`config.mk`:
```
export PLATFORM = sky130hd
export DESIGN_NAME = humidity_temp_frame_decoder_flat
export DESIGN_NICKNAME = d
export VERILOG_FILES = /design/src/hdl/hfd_pkg.sv /design/src/hdl/hfd_in_if.sv /design/src/hdl/hfd_out_if.sv /design/src/hdl/hfd_scale.sv /design/src/hdl/humidity_temp_frame_decoder.sv /design/src/flat_wrapper.sv
export SDC_FILE = /design/constraint.sdc
export NUM_CORES = 1
export LEC_CHECK = 0
export ABC_AREA = 1
export BUFFER_PORTS_ARGS = -buffer_cell sky130_fd_sc_hd__buf_2
export CAP_MARGIN = 40
export CORE_UTILIZATION = 38
export DETAILED_ROUTE_END_ITERATION = 8
export PLACE_DENSITY = 0.55
export SLEW_MARGIN = 25
export SYNTH_ARGS = -nofsm -noshare
export SYNTH_HDL_FRONTEND = slang
export SYNTH_HIERARCHICAL = 1
export SYNTH_SLANG_ARGS = --single-unit
export TNS_END_PERCENT = 50
```
`constraint.sdc`:
```
create_clock -name clk -period 4.4 [get_ports clk]
set_input_delay 0.44 -clock clk [delete_from_list [all_inputs] [get_ports clk]]
set_output_delay 0.44 -clock clk [all_outputs]
set_load 0.05 [all_outputs]
```
`src/hdl/hfd_pkg.sv`:
```
// shared types, constants and the crc-8 byte step for the frame decoder
// no dependencies; compiled first
`default_nettype none

package hfd_pkg;

  // result status codes
  typedef enum logic [1:0] {
    STATUS_OK      = 2'd0,
    STATUS_CRC_ERR = 2'd1,
    STATUS_SHORT   = 2'd2
  } status_t;

  // byte position within a frame
  typedef logic [2:0] pos_t;

  localparam logic [7:0] CRC_POLY  = 8'h31;
  localparam logic [7:0] CRC_INIT  = 8'hFF;
  localparam pos_t       LAST_POS  = 3'd5;

  // frame byte positions
  localparam pos_t POS_TEMP_MSB = 3'd0;
  localparam pos_t POS_TEMP_LSB = 3'd1;
  localparam pos_t POS_TEMP_CRC = 3'd2;
  localparam pos_t POS_HUM_MSB  = 3'd3;
  localparam pos_t POS_HUM_LSB  = 3'd4;
  localparam pos_t POS_HUM_CRC  = 3'd5;

  // conversion constants
  localparam logic [12:0] TEMP_GAIN   = 13'd4375;
  localparam logic [15:0] TEMP_OFFSET = 16'd4500;
  localparam logic [9:0]  HUM_GAIN    = 10'd625;

  // one byte through the crc-8, msb first
  function automatic logic [7:0] crc8_step(input logic [7:0] crc, input logic [7:0] data);
    logic [7:0] c;
    c = crc ^ data;
    for (int i = 0; i < 8; i++) begin
      if (c[7]) begin
        c = {c[6:0], 1'b0} ^ CRC_POLY;
      end else begin
        c = {c[6:0], 1'b0};
      end
    end
    return c;
  endfunction

endpackage

`default_nettype wire

```
`src/hdl/hfd_in_if.sv`:
```
// input channel: one received frame byte per request
// depends on nothing but the handshake convention valid/ready
`default_nettype none

interface hfd_in_if;
  logic       valid;
  logic       ready;
  logic [7:0] rx_byte;
  logic       frame_start;

  modport source (output valid, output rx_byte, output frame_start, input ready);
  modport sink   (input valid, input rx_byte, input frame_start, output ready);
endinterface

`default_nettype wire

```
`src/hdl/hfd_out_if.sv`:
```
// result channel: decoded temperature, humidity and status
// depends on hfd_pkg for the status type
`default_nettype none

interface hfd_out_if;
  logic                   valid;
  logic                   ready;
  logic signed [14:0]     temperature_centi;
  logic [13:0]            humidity_centi;
  hfd_pkg::status_t       frame_status;

  modport source (output valid, output temperature_centi, output humidity_centi,
                  output frame_status, input ready);
  modport sink   (input valid, input temperature_centi, input humidity_centi,
                  input frame_status, output ready);
endinterface

`default_nettype wire

```
`src/hdl/hfd_scale.sv`:
```
// fixed-point conversion of the raw sensor words to hundredths
// depends on hfd_pkg for the gains and offset
`default_nettype none

module hfd_scale (
  input  wire logic [15:0]        temp_raw,
  input  wire logic [15:0]        hum_raw,
  output logic signed [14:0]      temp_centi,
  output logic [13:0]             hum_centi
);

  logic [28:0] temp_prod;
  logic [25:0] hum_prod;
  logic [15:0] temp_diff;

  // temperature: ((4375 * raw) >> 14) - 4500
  assign temp_prod  = {13'd0, temp_raw} * {16'd0, hfd_pkg::TEMP_GAIN};
  assign temp_diff  = {1'b0, temp_prod[28:14]} - hfd_pkg::TEMP_OFFSET;
  assign temp_centi = $signed(temp_diff[14:0]);

  // humidity: (625 * raw) >> 12
  assign hum_prod  = {10'd0, hum_raw} * {16'd0, hfd_pkg::HUM_GAIN};
  assign hum_centi = hum_prod[25:12];

endmodule

`default_nettype wire

```
`src/hdl/humidity_temp_frame_decoder.sv`:
```
// Humidity/temperature frame decoder. Takes the six bytes of a measurement
// frame (temperature msb, lsb, crc, humidity msb, lsb, crc) one per request
// and, after the sixth byte, gives one result: both readings in hundredths
// with status ok, or zeros with status checksum mismatch. A frame_start on a
// partial frame gives a short-frame result and that byte opens a new frame.
// Bytes are taken one per cycle while the result slot is free; a byte passes
// an input register and then the crc step and the conversion multiplies into
// the result register, so a result is registered after its last byte has left
// the input register. While a result waits, one more byte can enter the input
// register; the input then stalls until the result is taken.
// Depends on hfd_pkg, hfd_in_if, hfd_out_if and hfd_scale.
`default_nettype none

module humidity_temp_frame_decoder (
  input  wire logic clk,
  input  wire logic rst,
  hfd_in_if.sink    rx,
  hfd_out_if.source result
);

  // input register
  logic        in_valid;
  logic [7:0]  in_byte;
  logic        in_start;

  // frame state
  hfd_pkg::pos_t byte_position, byte_position_next;
  logic [7:0]    running_crc, running_crc_next;
  logic [15:0]   temp_raw_word, temp_raw_word_next;
  logic [15:0]   hum_raw_word, hum_raw_word_next;
  logic          temp_check_ok, temp_check_ok_next;

  // result register
  logic               res_valid;
  logic signed [14:0] res_temp;
  logic [13:0]        res_hum;
  hfd_pkg::status_t   res_status;

  logic               stage_free;
  logic               step;
  hfd_pkg::pos_t      pos;
  logic [7:0]         crc_base;
  logic [7:0]         crc_upd;
  logic               short_frame;
  logic               emit;
  logic signed [14:0] emit_temp;
  logic [13:0]        emit_hum;
  hfd_pkg::status_t   emit_status;
  logic signed [14:0] scaled_temp;
  logic [13:0]        scaled_hum;

  // handshake: the result slot frees the input register
  assign stage_free = !res_valid || result.ready;
  assign step       = in_valid && stage_free;
  assign rx.ready   = !in_valid || stage_free;

  // input register
  always_ff @(posedge clk) begin
    if (rst) begin
      in_valid <= 1'b0;
    end else if (rx.ready) begin
      in_valid <= rx.valid;
    end
    if (rx.valid && rx.ready) begin
      in_byte  <= rx.rx_byte;
      in_start <= rx.frame_start;
    end
  end

  hfd_scale u_scale (
    .temp_raw   (temp_raw_word),
    .hum_raw    (hum_raw_word),
    .temp_centi (scaled_temp),
    .hum_centi  (scaled_hum)
  );

  // frame sequencing and crc check
  always_comb begin
    short_frame = in_start && (byte_position != hfd_pkg::POS_TEMP_MSB) &&
                  (byte_position <= hfd_pkg::LAST_POS);
    pos = (short_frame || byte_position > hfd_pkg::LAST_POS) ?
          hfd_pkg::POS_TEMP_MSB : byte_position;
    crc_base = (pos == hfd_pkg::POS_TEMP_MSB) ? hfd_pkg::CRC_INIT : running_crc;
    crc_upd  = hfd_pkg::crc8_step(crc_base, in_byte);

    running_crc_next   = crc_upd;
    temp_raw_word_next = temp_raw_word;
    hum_raw_word_next  = hum_raw_word;
    temp_check_ok_next = temp_check_ok;
    byte_position_next = (pos == hfd_pkg::LAST_POS) ? hfd_pkg::POS_TEMP_MSB : pos + 3'd1;

    emit        = short_frame;
    emit_temp   = '0;
    emit_hum    = '0;
    emit_status = hfd_pkg::STATUS_SHORT;

    unique case (pos)
      hfd_pkg::POS_TEMP_MSB: temp_raw_word_next = {in_byte, 8'h00};
      hfd_pkg::POS_TEMP_LSB: temp_raw_word_next = {temp_raw_word[15:8], in_byte};
      hfd_pkg::POS_TEMP_CRC: begin
        temp_check_ok_next = (in_byte == crc_base);
        running_crc_next   = hfd_pkg::CRC_INIT;
      end
      hfd_pkg::POS_HUM_MSB: hum_raw_word_next = {in_byte, 8'h00};
      hfd_pkg::POS_HUM_LSB: hum_raw_word_next = {hum_raw_word[15:8], in_byte};
      default: begin
        emit             = 1'b1;
        running_crc_next = hfd_pkg::CRC_INIT;
        if (temp_check_ok && in_byte == crc_base) begin
          emit_temp   = scaled_temp;
          emit_hum    = scaled_hum;
          emit_status = hfd_pkg::STATUS_OK;
        end else begin
          emit_status = hfd_pkg::STATUS_CRC_ERR;
        end
      end
    endcase
  end

  // frame state registers
  always_ff @(posedge clk) begin
    if (rst) begin
      byte_position <= hfd_pkg::POS_TEMP_MSB;
      running_crc   <= hfd_pkg::CRC_INIT;
      temp_raw_word <= '0;
      hum_raw_word  <= '0;
      temp_check_ok <= 1'b0;
    end else if (step) begin
      byte_position <= byte_position_next;
      running_crc   <= running_crc_next;
      temp_raw_word <= temp_raw_word_next;
      hum_raw_word  <= hum_raw_word_next;
      temp_check_ok <= temp_check_ok_next;
    end
  end

  // result register
  always_ff @(posedge clk) begin
    if (rst) begin
      res_valid <= 1'b0;
    end else if (step && emit) begin
      res_valid <= 1'b1;
    end else if (result.ready) begin
      res_valid <= 1'b0;
    end
    if (step && emit) begin
      res_temp   <= emit_temp;
      res_hum    <= emit_hum;
      res_status <= emit_status;
    end
  end

  assign result.valid             = res_valid;
  assign result.temperature_centi = res_temp;
  assign result.humidity_centi    = res_hum;
  assign result.frame_status      = res_status;

endmodule

`default_nettype wire
```
`src/flat_wrapper.sv`:
```
// flat-port wrapper written by rule: the top's interface ports become plain ports
module humidity_temp_frame_decoder_flat 
  (clk, rst, rx_valid, rx_rx_byte, rx_frame_start, rx_ready, result_valid, result_temperature_centi, result_humidity_centi, result_frame_status, result_ready);
  hfd_in_if rx_i ();
  hfd_out_if result_i ();
  input  wire logic clk;
  input  wire logic rst;
  input wire logic [$bits(rx_i.valid)-1:0] rx_valid;
  input wire logic [$bits(rx_i.rx_byte)-1:0] rx_rx_byte;
  input wire logic [$bits(rx_i.frame_start)-1:0] rx_frame_start;
  output wire logic [$bits(rx_i.ready)-1:0] rx_ready;
  output wire logic [$bits(result_i.valid)-1:0] result_valid;
  output wire logic [$bits(result_i.temperature_centi)-1:0] result_temperature_centi;
  output wire logic [$bits(result_i.humidity_centi)-1:0] result_humidity_centi;
  output wire logic [$bits(result_i.frame_status)-1:0] result_frame_status;
  input wire logic [$bits(result_i.ready)-1:0] result_ready;
  assign rx_i.valid = rx_valid;
  assign rx_i.rx_byte = rx_rx_byte;
  assign rx_i.frame_start = rx_frame_start;
  assign rx_ready = rx_i.ready;
  assign result_valid = result_i.valid;
  assign result_temperature_centi = result_i.temperature_centi;
  assign result_humidity_centi = result_i.humidity_centi;
  assign result_frame_status = result_i.frame_status;
  assign result_i.ready = result_ready;
  humidity_temp_frame_decoder u_core (.clk(clk), .rst(rst), .rx(rx_i), .result(result_i));
endmodule
```
==> flow_metrics.env <==
export IMPL_status="finished, violations left"
export IMPL_violations="negative setup slack"
export IMPL_final_layout_size_suffix_gt1_frac=0.292
export IMPL_dr_pass1_iters=4
export IMPL_gp_congestion=0.882
export IMPL_worst_pin_slew_ps=735
export IMPL_antenna_found_initial=0
export IMPL_clock_path_buffers=2
export IMPL_p_leak_nw=7.07
export IMPL_ant_nets=0
export IMPL_yosysTopAreaCell="ha_1"
export IMPL_relSlewSlack=0.509
export IMPL_cts_tree="yes"
export IMPL_die_y_um=167
export IMPL_grt_first_pass_wirelength_um=41000
export IMPL_pin_count=46
export IMPL_worstReg2RegStart="u_core/temp_raw_word[8]$_SDFFE_PP0P_"
export IMPL_post_dp_hpwl_um=20500
export IMPL_netlist_instances=1330
export IMPL_cp_start_kind="flip-flop"
export IMPL_dr_total_vias=8728
export IMPL_diodes=0
export IMPL_critPathCaptureType="flip-flop"
export IMPL_synth_top_area_frac=0.198
export IMPL_synth_edf_count=40
export IMPL_crit_type="flip-flop to flip-flop"
export IMPL_cp_arrival_ps=4710
export IMPL_post_route_min_period_ps=4610
export IMPL_ir_worst_vdd_uv=155
export IMPL_nNetsFinal=1781
export IMPL_fmax_mhz=217
export IMPL_layout_setup_ws_ps=-207
export IMPL_wl_um=24600
export IMPL_grt_pass1_vias=8558
export IMPL_numCtsBuffers=9
export IMPL_place_ws_ps=-265
export IMPL_worstSkewPairLatency_ps=360
export IMPL_hold_path_class="primary input to flip-flop"
export IMPL_crit_start="u_core/temp_raw_word[8]$_SDFFE_PP0P_"
export IMPL_synth_area_leaders="ha_1, fa_1, edfxtp_1"
export IMPL_dieArea_mm2=0.0281
export IMPL_synth_flop_cell="dfxtp_1"
export IMPL_cp_max_fo=4
export IMPL_fill_cells=2658
export IMPL_drc_errors=0
export IMPL_io_buffers=45
export IMPL_num_rows=60
export IMPL_hold_buffers=0
export IMPL_hp_start="rx_frame_start"
export IMPL_period_share=1.05
export IMPL_dp_cells=1834
export IMPL_synth_seq_cells=86
export IMPL_grt_overflow=0
export IMPL_ys_warn_count=6
export IMPL_synth_nets=1586
export IMPL_rsz0062_at_grt="true"
export IMPL_cts_root_buf="clkbuf_16"
export IMPL_start_util=0.387
export IMPL_slowest_delay_ps=520
export IMPL_cp_required_ps=4500
export IMPL_vias_per_cell=4.66
export IMPL_hold_viol_final=0
export IMPL_dr_first_iter_drc_count=329
export IMPL_clk_pin_slew_ps=80
export IMPL_die_w_um=167
export IMPL_max_cap_violations=0
export IMPL_drv_slew=0
export IMPL_grt_usage=0.181
export IMPL_core_mm2=0.0269
export IMPL_fin_skew_ps=11.3
export IMPL_cts_sinks=86
export IMPL_post_drt_wl_per_cell_um=13.2
export IMPL_grt_max_degree=36
export IMPL_async_reset_ff_frac=0
export IMPL_worst_path_max_delay_cell="fa_1"
export IMPL_hold_ws_ps=249
export IMPL_power_density_mw_per_mm2=178
export IMPL_area_growth_pct=28.9
export IMPL_yosysUniqueCellTypes=45
export IMPL_synth_area_mm2=0.0104
export IMPL_layout_cells_non_filler=1871
export IMPL_htreeDepth=3
export IMPL_power_mw=2.38
export IMPL_synth_area_per_cell_um2=7.82
export IMPL_setup_viol=11
export IMPL_yosysSeqAreaShare=0.204
[layer usage]
| layer | up-vias | wire, um | global-route usage |
|---|---|---|---|
| li1 | 4559 | - | - |
| met1 | 4026 | 12100 | 0.248 |
| met2 | 125 | 11500 | 0.303 |
| met3 | 18 | 754 | 0.0215 |
| met4 | 0 | 305 | 0.0431 |
| met5 | - | 0 | 0 |
[cell usage in the layout, fill, tap and decap left out, types with 16 or more instances in the layout]
cell,netlist,layout
ha_1,165,130
nand3_1,55,44
edfxtp_1,40,40
dfxtp_1,46,24
fa_1,78,77
nand3b_1,16,16
nor2_4,13,18
ha_4,0,34
a21oi_1,86,72
xor2_1,23,22
inv_2,8,26
nand2_1,271,235
buf_2,3,45
nor2_2,13,21
nand2_2,18,39
nand2_4,2,17
buf_4,0,142
nor2_1,70,57
inv_1,315,292
o21ai_0,29,25
[synthesized netlist by cell type (6+ instances only)]
cell type / instances
xnor2_1: 7
dfxtp_1: 46
o21ai_0: 29
a21oi_1: 86
clkbuf_1: 8
edfxtp_1: 40
nand4_1: 15
inv_2: 8
fa_1: 78
nor2_1: 70
ha_1: 165
nor3_1: 7
nor2_2: 13
nor2_4: 13
nand2_2: 18
nand3_1: 55
nand3b_1: 16
o21bai_1: 6
nand2_1: 271
inv_1: 315
xor2_1: 23
[path summary, 6_finish.rpt]
| path | to | slack (ps) | cells past startpoint |
|---|---|---|---|
| worst max-delay path | u_core/result.temperature_centi[6]$_SDFFCE_PP0P_ | -210 | 28 |
| worst min-delay path | u_core/in_start$_DFFE_PP_ | 250 | 1 |
| worst max register to register | u_core/result.temperature_centi[6]$_SDFFCE_PP0P_ | -210 | 28 |
| worst min register to register | u_core/running_crc[2]$_SDFFE_PP1P_ | 510 | 2 |
[stage by stage]
stage                      util  instance area, um2  TNS [ps]
final                     0.499               13400     -1230
after detailed placement  0.457               12300     -2610
after global routing      0.499               13400     -3470
after CTS                 0.481               12900     -1050
after global placement    0.456               12200     -1980
after floorplan               -               10700         0
[worst max-delay path: cells and delay by family, from the launching register on]
kind                     cells  cell delay [ps]
AO/OA/AOI/OAI                1              150
adder cells (fa/ha/maj)      7             2380
AND/OR/NAND/NOR             11              690
buffers and inverters        9              710
flip-flops                   1              370
[area by class of cell]
class                      count  area (um2)  share of cell area
timing repair buffer         198        1450               0.108
clock inverter                 7        70.1             0.00522
multi-input combinational    906        7830               0.584
inverter                     324        1230              0.0916
sequential                    86        2180               0.163
clock buffer                   9         225              0.0168
tap                          341         427              0.0318
[report_power, final]
| part | switching (mW) | total, mW | internal, mW | leakage (nW) |
|---|---|---|---|---|
| Combinational | 0.412 | 0.726 | 0.315 | 6.19 |
| Sequential | 0.0272 | 0.878 | 0.851 | 0.737 |
| Clock | 0.375 | 0.778 | 0.403 | 0.144 |
[logic make-up (layout without fill, tap and decap cells)]
group / after synthesis / count (layout) / synth area share
flops: 86 / 86 / 0.204
fa+ha+maj: 243 / 243 / 0.348
xor+xnor: 31 / 31 / 0.0268
compound gates: 139 / 139 / 0.0730
buf+inv: 338 / 538 / 0.126
simple gates: 493 / 493 / 0.222
[flip-flops by register name, indices dropped and copies added (netlist names), 2 cells and up]
name                             flops
u_core/hum_raw_word                 16
u_core/temp_raw_word                16
u_core/result.temperature_centi     15
u_core/result.humidity_centi        14
u_core/in_byte                       8
u_core/running_crc                   8
u_core/byte_position                 3
u_core/result.frame_status           2
[what timing repair did]
item	CTS	global route
endpoints found under the hold margin	0	0
endpoints found under the setup margin	19	23
setup buffers	10	11
resized for setup	74	95
pin swaps	43	47
(Power assumes the default switching activity.)
